### src/design/pnmht_pkg.sv
// Shared types and constants for the PNM header tokenizer.
// No dependencies; imported by pnmht_step, pnm_header_tokenizer_unit and tb.
`timescale 1ns / 1ps

package pnmht_pkg;

  localparam int VALUE_WIDTH_DEF = 32;
  localparam int TOKEN_W         = 32;

  // Token kinds requested on req_type
  localparam logic [1:0] KIND_INT = 2'd0;
  localparam logic [1:0] KIND_BIT = 2'd1;

  // ASCII codes
  localparam logic [7:0] CH_HASH  = 8'h23;
  localparam logic [7:0] CH_ZERO  = 8'h30;
  localparam logic [7:0] CH_ONE   = 8'h31;
  localparam logic [7:0] CH_NINE  = 8'h39;
  localparam logic [7:0] CH_SPACE = 8'h20;
  localparam logic [7:0] CH_TAB   = 8'h09;
  localparam logic [7:0] CH_LF    = 8'h0A;
  localparam logic [7:0] CH_CR    = 8'h0D;

  typedef enum logic [1:0] {
    ST_OK       = 2'd0,
    ST_BAD_CHAR = 2'd1,
    ST_EOF      = 2'd2,
    ST_SAT      = 2'd3
  } pnmht_status_t;

  // Scanner control flags carried between beats
  typedef struct packed {
    logic in_number;
    logic in_comment;
    logic overflowed;
  } pnmht_flags_t;

  // Result produced by one step
  typedef struct packed {
    logic                emit;
    logic [TOKEN_W-1:0]  value;
    pnmht_status_t       status;
  } pnmht_result_t;

endpackage

### src/design/pnmht_step.sv
// Next-state and result logic for one byte of the tokenizer.
// Depends on pnmht_pkg.
`timescale 1ns / 1ps

module pnmht_step #(
  parameter int VALUE_WIDTH = pnmht_pkg::VALUE_WIDTH_DEF
) (
  input  logic [7:0]                 data_byte,
  input  logic                       end_of_input,
  input  logic [1:0]                 req_type,
  input  pnmht_pkg::pnmht_flags_t    flags,
  input  logic [VALUE_WIDTH-1:0]     acc,
  output pnmht_pkg::pnmht_flags_t    flags_nxt,
  output logic [VALUE_WIDTH-1:0]     acc_nxt,
  output pnmht_pkg::pnmht_result_t   result
);
  import pnmht_pkg::*;

  localparam int PROD_W = VALUE_WIDTH + 4;

  logic                      is_digit;
  logic                      is_space;
  logic                      is_eol;
  logic [3:0]                digit;
  logic [PROD_W-1:0]         prod;
  logic                      prod_ovf;
  logic [VALUE_WIDTH-1:0]    acc_add;
  logic [VALUE_WIDTH-1:0]    acc_first;
  logic                      ovf_first;
  logic [TOKEN_W+VALUE_WIDTH-1:0] acc_ext;
  logic [TOKEN_W-1:0]        num_value;
  pnmht_status_t             num_status;

  assign is_digit = (data_byte >= CH_ZERO) && (data_byte <= CH_NINE);
  assign is_eol   = (data_byte == CH_LF) || (data_byte == CH_CR);
  assign is_space = is_eol || (data_byte == CH_SPACE) || (data_byte == CH_TAB);
  assign digit    = 4'(data_byte - CH_ZERO);

  // acc*10 + d; saturate when any bit lands above the value width
  assign prod     = {3'b000, acc, 1'b0} + {1'b0, acc, 3'b000} + PROD_W'(digit);
  assign prod_ovf = |prod[PROD_W-1:VALUE_WIDTH];
  assign acc_add  = prod_ovf ? {VALUE_WIDTH{1'b1}} : prod[VALUE_WIDTH-1:0];

  // first digit of a fresh integer starts from zero
  assign acc_first = VALUE_WIDTH'(digit);
  assign ovf_first = 1'b0;

  assign acc_ext    = {{TOKEN_W{1'b0}}, acc};
  assign num_value  = acc_ext[TOKEN_W-1:0];
  assign num_status = flags.overflowed ? ST_SAT : ST_OK;

  always_comb begin
    flags_nxt     = flags;
    acc_nxt       = acc;
    result.emit   = 1'b0;
    result.value  = '0;
    result.status = ST_OK;
    if (end_of_input) begin
      flags_nxt     = '0;
      acc_nxt       = '0;
      result.emit   = 1'b1;
      result.status = ST_EOF;
    end else if (flags.in_comment) begin
      if (is_eol) begin
        flags_nxt.in_comment = 1'b0;
        if (flags.in_number) begin
          flags_nxt     = '0;
          acc_nxt       = '0;
          result.emit   = 1'b1;
          result.value  = num_value;
          result.status = num_status;
        end
      end
    end else if (flags.in_number) begin
      if (data_byte == CH_HASH) begin
        flags_nxt.in_comment = 1'b1;
      end else if (is_digit) begin
        acc_nxt              = acc_add;
        flags_nxt.overflowed = flags.overflowed | prod_ovf;
      end else begin
        flags_nxt     = '0;
        acc_nxt       = '0;
        result.emit   = 1'b1;
        result.value  = num_value;
        result.status = num_status;
      end
    end else if (req_type != KIND_INT && req_type != KIND_BIT) begin
      flags_nxt    = '0;
      acc_nxt      = '0;
      result.emit  = 1'b1;
      result.value = TOKEN_W'(data_byte);
    end else if (data_byte == CH_HASH) begin
      flags_nxt.in_comment = 1'b1;
    end else if (is_space) begin
      flags_nxt = flags;
    end else if (req_type == KIND_BIT) begin
      flags_nxt   = '0;
      acc_nxt     = '0;
      result.emit = 1'b1;
      if (data_byte == CH_ZERO || data_byte == CH_ONE) begin
        result.value = TOKEN_W'(data_byte == CH_ONE);
      end else begin
        result.status = ST_BAD_CHAR;
      end
    end else if (!is_digit) begin
      flags_nxt     = '0;
      acc_nxt       = '0;
      result.emit   = 1'b1;
      result.status = ST_BAD_CHAR;
    end else begin
      flags_nxt.in_number  = 1'b1;
      flags_nxt.overflowed = ovf_first;
      acc_nxt              = acc_first;
    end
  end

endmodule

### src/design/pnm_header_tokenizer_unit.sv
// PNM header tokenizer, top level: input register, scanner state, result register.
// Each accepted beat is registered, scanned, and its result registered onto out_.
// Throughput: one beat per cycle (single-pass step) unless out_stall backs up.
// Reset: synchronous active-low rst_n clears both valid flags and scanner state.
// Depends on pnmht_pkg and pnmht_step.
`timescale 1ns / 1ps

module pnm_header_tokenizer_unit #(
  parameter int VALUE_WIDTH = pnmht_pkg::VALUE_WIDTH_DEF
) (
  input  logic        clk,
  input  logic        rst_n,
  input  logic        in_valid,
  output logic        in_stall,
  input  logic [7:0]  in_data_byte,
  input  logic        in_end_of_input,
  input  logic [1:0]  in_req_type,
  output logic        out_valid,
  input  logic        out_stall,
  output logic [31:0] out_token_value,
  output logic [1:0]  out_status
);
  import pnmht_pkg::*;

  // input register
  logic                   in_valid_r;
  logic [7:0]             in_data_byte_r;
  logic                   in_end_r;
  logic [1:0]             in_req_type_r;

  // scanner state
  pnmht_flags_t           flags_r;
  pnmht_flags_t           flags_nxt;
  logic [VALUE_WIDTH-1:0] acc_r;
  logic [VALUE_WIDTH-1:0] acc_nxt;

  // result register
  logic                   out_valid_r;
  logic [TOKEN_W-1:0]     out_value_r;
  pnmht_status_t          out_status_r;

  pnmht_result_t          step_res;
  logic                   in_take;
  logic                   advance;

  pnmht_step #(
    .VALUE_WIDTH (VALUE_WIDTH)
  ) u_step (
    .data_byte    (in_data_byte_r),
    .end_of_input (in_end_r),
    .req_type     (in_req_type_r),
    .flags        (flags_r),
    .acc          (acc_r),
    .flags_nxt    (flags_nxt),
    .acc_nxt      (acc_nxt),
    .result       (step_res)
  );

  // Advance the held beat when it makes no result, or when the result
  // register is empty or being drained this cycle.
  assign advance  = in_valid_r && (!step_res.emit || !out_valid_r || !out_stall);
  assign in_stall = in_valid_r && !advance;
  assign in_take  = in_valid && !in_stall;

  always_ff @(posedge clk) begin
    if (!rst_n) begin
      in_valid_r <= 1'b0;
    end else if (in_take) begin
      in_valid_r <= 1'b1;
    end else if (advance) begin
      in_valid_r <= 1'b0;
    end
  end

  always_ff @(posedge clk) begin
    if (in_take) begin
      in_data_byte_r <= in_data_byte;
      in_end_r       <= in_end_of_input;
      in_req_type_r  <= in_req_type;
    end
  end

  // Scanner state moves only when the held beat is consumed
  always_ff @(posedge clk) begin
    if (!rst_n) begin
      flags_r <= '0;
      acc_r   <= '0;
    end else if (advance) begin
      flags_r <= flags_nxt;
      acc_r   <= acc_nxt;
    end
  end

  always_ff @(posedge clk) begin
    if (!rst_n) begin
      out_valid_r <= 1'b0;
    end else if (advance && step_res.emit) begin
      out_valid_r <= 1'b1;
    end else if (!out_stall) begin
      out_valid_r <= 1'b0;
    end
  end

  always_ff @(posedge clk) begin
    if (advance && step_res.emit) begin
      out_value_r  <= step_res.value;
      out_status_r <= step_res.status;
    end
  end

  assign out_valid       = out_valid_r;
  assign out_token_value = out_value_r;
  assign out_status      = out_status_r;

`ifndef SYNTHESIS
  // saturation can only be flagged while an integer is being collected
  a_ovf_in_number: assert property (@(posedge clk) disable iff (!rst_n)
    flags_r.overflowed |-> flags_r.in_number)
    else $error("overflow flag set outside an integer");

  // error results carry a zero value
  a_err_zero: assert property (@(posedge clk) disable iff (!rst_n)
    (out_valid_r && (out_status_r == ST_BAD_CHAR || out_status_r == ST_EOF))
      |-> (out_value_r == '0))
    else $error("error result with nonzero value");

  // end of input leaves the scanner idle
  a_eof_clears: assert property (@(posedge clk) disable iff (!rst_n)
    (advance && in_end_r) |=> (!flags_r.in_number && !flags_r.in_comment))
    else $error("scanner state not cleared after end of input");
`endif

endmodule

### config.mk
export PLATFORM = sky130hd
export DESIGN_NAME = pnm_header_tokenizer_unit
export DESIGN_NICKNAME = d
export VERILOG_FILES = /design/src/design/pnmht_pkg.sv /design/src/design/pnmht_step.sv /design/src/design/pnm_header_tokenizer_unit.sv
export SDC_FILE = /design/constraint.sdc
export NUM_CORES = 1
export LEC_CHECK = 0
export BUFFER_PORTS_ARGS = -buffer_cell sky130_fd_sc_hd__buf_2
export CORE_MARGIN = 4
export CORE_UTILIZATION = 56
export DETAILED_ROUTE_END_ITERATION = 16
export PLACE_DENSITY = 0.76
export SLEW_MARGIN = 0
export SYNTH_ARGS = -nofsm -noshare
export SYNTH_HDL_FRONTEND = slang
export SYNTH_SLANG_ARGS = --single-unit
### constraint.sdc
create_clock -name clk -period 11.15 [get_ports clk]
set_input_delay 2.7875 -clock clk [delete_from_list [all_inputs] [get_ports clk]]
set_output_delay 2.7875 -clock clk [all_outputs]
set_load 0.02 [all_outputs]
[Yosys cells after proc, flatten, opt, wreduce, memory -nomap -nowiden]
Index checks and enable logic that the tools add are counted.
Word-level totals
  register bits after elaboration: 82
  input port bits: 15
  output and inout port bits: 36
  logic and storage cells: 107
Cells by class
  add/subtract/negate cells: 3
  magnitude comparators: 2
  equal/unequal tests: 15
  multiplexer cells: 53
  bitwise logic cells: 1
  reductions and logical operators: 22
Operators with widths (number)
  32-bit 2-to-1 mux: 11
  35-bit 2-to-1 mux: 8
  33-bit by 35-bit adder with 36-bit output: 1
  36-bit by 4-bit adder with 36-bit output: 1
  33-bit 2-to-1 mux: 1
  8-bit by 6-bit equality test with 1-bit output (second input constant): 4
  8-bit by 4-bit equality test with 1-bit output (second input constant): 3
  3-bit 2-to-1 mux: 7
  1-bit 2-to-1 mux: 20
  4-bit inequality test (second input constant): 3
  8-bit by 6-bit greater-or-equal comparator with 1-bit output (second input constant): 1
  8-bit by 6-bit less-or-equal comparator with 1-bit output (second input constant): 1
  2-bit 2-to-1 mux: 4
  4-bit 2-to-1 mux: 2
  1-bit logical AND: 6
  1-bit logical OR: 6
  3-bit by 2-bit inequality test with 1-bit output (second input constant): 2
  6-bit AND reduction: 1
  1-bit zero test: 5
  2-bit by 1-bit inequality test with 1-bit output (second input constant): 2
  2-bit nonzero test: 2
  4-bit OR reduction: 1
  4-bit by 1-bit subtractor with 4-bit output (second input constant): 1
  2-bit by 1-bit equality test with 1-bit output (second input constant): 1
  other kinds (2): 2

[Longest topological paths before layout]
  depth in word-level cells: 19
  depth in mapped cells: 14
  mapped depth without buffers: 12

[Cells and area by module]
Synthesis repeated with hierarchy kept, for this count alone.
Unflattened totals
  cell total of the unflattened synthesis: 739
  area, all modules: 6313.6 µm²
By module, submodules not included
  pnmht_step: instances 1, cells each 531, area an instance 3452.1 µm², seq. area each 0.0 µm²
  pnm_header_tokenizer_unit: instances 1, cells each 208, area an instance 2861.5 µm², seq. area each 2092.0 µm²

[Worst setup path after synthesis]
OpenSTA, ideal clock, no wires.
  kind: input -> output
  from: input port out_stall
  to: output port in_stall
  data arrival time: 3.052 ns
  data required time: 8.363 ns
  path slack: 5.310 ns
  cell stages on the path: 2
  path through: nand4_1 inv_1
Between the ends
  longest elaborated chain between the ends: 5
RTL lines
  start: declaration: line pnm_header_tokenizer_unit.sv:19  | input logic out_stall,
  1-bit zero test
  1-bit logical OR: line pnm_header_tokenizer_unit.sv:61  | assign advance = in_valid_r && (!step_res.emit || !out_valid_r || !out_stall);
  1-bit logical AND: line pnm_header_tokenizer_unit.sv:61
  1-bit zero test: line pnm_header_tokenizer_unit.sv:62  | assign in_stall = in_valid_r && !advance;
  1-bit logical AND: line pnm_header_tokenizer_unit.sv:62
  end: declaration: line pnm_header_tokenizer_unit.sv:14  | output logic in_stall,
Every way passes these cells.

[Worst setup path after layout]
Same ends and word-level chain as after synthesis.

==> out/results.txt <==
outcome = finished, final reports clean
input/output buffers = 50
static leakage = 2.88 nW
core area = 10300 sq um
final setup TNS = 0 ns
Seq/Total Area, Yosys = 35.3%
# nets final = 735
Post-DRT Antenna Nets = 0
Iter 0 DRT Violations = 324
critical path required time = 8.36 ns
Fill cells = 860
YS warnings = 0
minimum clock period after layout = 6.06 ns
Hold Crit Class = reg -> reg
largest area contributor in the netlist = edfxtp_1
Hold WS = 0.535 ns
Mapped Cells = 624
initial antenna violation count = 0
skew final = 0.0158 ns
Crit. End Element = output port
CTS HTree Levels = 3
chip height = 111 um
Slew Limit Fails = 0
CP arrival = 3.27 ns
first-pass GRT wire length = 23700 um
CP Launch Type = primary input
DP Area = 6220 sq um
total grt overflow = 0
Max clock buf depth = 2
vias in the first global route = 4749
Final setup viols = 0
Antenna diodes = 0
Slew headroom = 24.5%
Clk Tree Root Cell = clkbuf_8
cell area after synthesis = 5920 sq um
DR vias = 5013
number of enable flip-flop cells after synthesis = 45
Worst VDD drop = 0.0000616 V
RSZ-0062 raised after global routing = false
CTS tree = built
Worst-Margin Slew = 1.13 ns
clk sinks = 82
final-report hold violation count = 0
hold_buf cts = 0
Post-synth ARST share = 0%
post-route cell area = 6400 sq um
Finished Layout Cells = 796
largest net degree at the start of global routing = 36
post-cts resize count = 0
fin crit share = 54.3%
Pwr Density = 90.2 nW/um^2
clk slew on worst S/H paths = 0.08 ns
Initial Util = 57.4%
Area growth, synth to finish = 8.18%
layout cells sized above 1 = 14.1%
dpl hpwl = 10500 um
most common cell in the synthesized netlist = ha_1
Synth Flop Type = edfxtp_1
Via density = 6.30
synth cell count leaders = ha_1, a21oi_1, edfxtp_1, nand2_1, nor2_1
Die Area = 12300 sq um
DRC = 0
Detailed Routing Iterations Pass 1 = 5
Syn Area/Cell = 9.49 sq um
max cap viols = 0
cts bufs inserted = 9
Synth Net Count = 704
crit path max fanout = 3
Synth cell types = 82
critical path class = in -> out
placed insts = 780
Synth area leaders = edfxtp_1, ha_1, dfxtp_1, a21oi_1, and2_1
I/O pin count = 51
later-pin clock latency in the skew report = 0.36 ns
Die Wd = 111 um
Setup Buffers After CTS = 0
total routing usage reported by global routing = 23.2%
WL final = 14200 um
post-synthesis register bit count = 82
Wirelength per Cell = 17.8 um
Rows = 37
Routability Congestion = 0.952
Yosys top cell area share = 22.8%
fmax = 165 MHz
[worst paths after layout]
kind | from | endpoint | slack (ns) | cells past startpoint
max reg2reg | in_data_byte_r[3] | flags_r[0] | 6.55 | 11
min | acc_r[9] | acc_r[9] | 0.53 | 1
max | out_stall | in_stall | 5.09 | 4
min reg2reg | acc_r[9] | acc_r[9] | 0.53 | 1
[registers in the layout, summed over array words and instances, names as in the netlist]
name             cells
acc_r               32
out_token_value     32
in_data_byte_r       8
flags_r              3
in_req_type_r        2
out_status           2
in_end_r             1
in_valid_r           1
out_valid            1
[power breakdown]
part | internal [mW] | switching [mW]
Combinational | 0.0109 | 0.0235
Sequential | 0.327 | 0.00591
Clock | 0.103 | 0.107
[through the flow]
stage	total power [mW]	setup WS, ns	util [%]
3_5_place_dp	0.374	5.10	60.2
6_report	0.578	5.09	62.0
3_3_place_gp	0.373	5.13	60.2
4_1_cts	0.585	5.10	62.0
2_1_floorplan	0.360	5.31	-
5_1_grt	0.604	5.07	62.0
[critical path, stage by stage]
cell     delay, ns
buf_2         0.10
nand4_1       0.12
inv_1         0.10
buf_2         0.16
[placed cells by master (no fill, tap or decap), types with 4 or more instances in the layout]
| cell type | netlist | layout |
|---|---|---|
| ha_1 | 63 | 63 |
| buf_2 | 13 | 50 |
| a21oi_1 | 48 | 48 |
| edfxtp_1 | 45 | 45 |
| nand2_1 | 43 | 43 |
| nor2_1 | 40 | 40 |
| dfxtp_1 | 37 | 37 |
| and2_1 | 30 | 30 |
| o21ai_0 | 23 | 23 |
| nand3_1 | 21 | 21 |
| xnor2_1 | 17 | 17 |
| a22o_1 | 17 | 17 |
| inv_1 | 16 | 16 |
| a21o_1 | 14 | 14 |
| o211ai_1 | 13 | 13 |
| xor2_1 | 11 | 11 |
| nand4_1 | 9 | 9 |
| a211oi_1 | 9 | 9 |
| clkbuf_8 | 0 | 9 |
| nor3_1 | 9 | 8 |
| a31oi_1 | 8 | 8 |
| and3_1 | 7 | 7 |
| a211o_1 | 7 | 7 |
| o21a_1 | 6 | 6 |
| nand2b_1 | 5 | 5 |
| nor4_1 | 4 | 4 |
| a311oi_1 | 4 | 4 |
| buf_4 | 3 | 4 |
[kinds of logic (layout without fill, tap and decap cells)]
logic type	Yosys count	after routing	share of synthesized area (%)
buffers and inverters	51	87	3.82
and+or+nand+nor	194	194	17.3
xor gates and xnor gates	28	28	4.14
DFF	82	82	35.3
muxes	4	4	0.697
adders and majority gates	65	65	14.0
AOI/OAI and AO/OA	200	200	24.7
[metal layers]
metal	global-route usage (%)	vias to the layer above	part of all wire [%]
met2	38.2	165	47
met3	4.20	40	5.1
met5	0	-	0
li1	-	2432	-
met4	6.65	0	2.2
met1	31.1	2376	45
[area by class of cell]
| class | count | area (sq um) | share of cell area, % |
|---|---|---|---|
| multi-input combinational | 491 | 3610 | 56.4 |
| sequential | 82 | 2090 | 32.7 |
| timing repair buffer | 54 | 280 | 4.38 |
| tap | 136 | 170 | 2.66 |
| clock buffer | 11 | 131 | 2.05 |
| inverter | 17 | 63.8 | 0.996 |
| clock inverter | 5 | 53.8 | 0.840 |
Note: power is estimated with default switching activity, not from simulation.
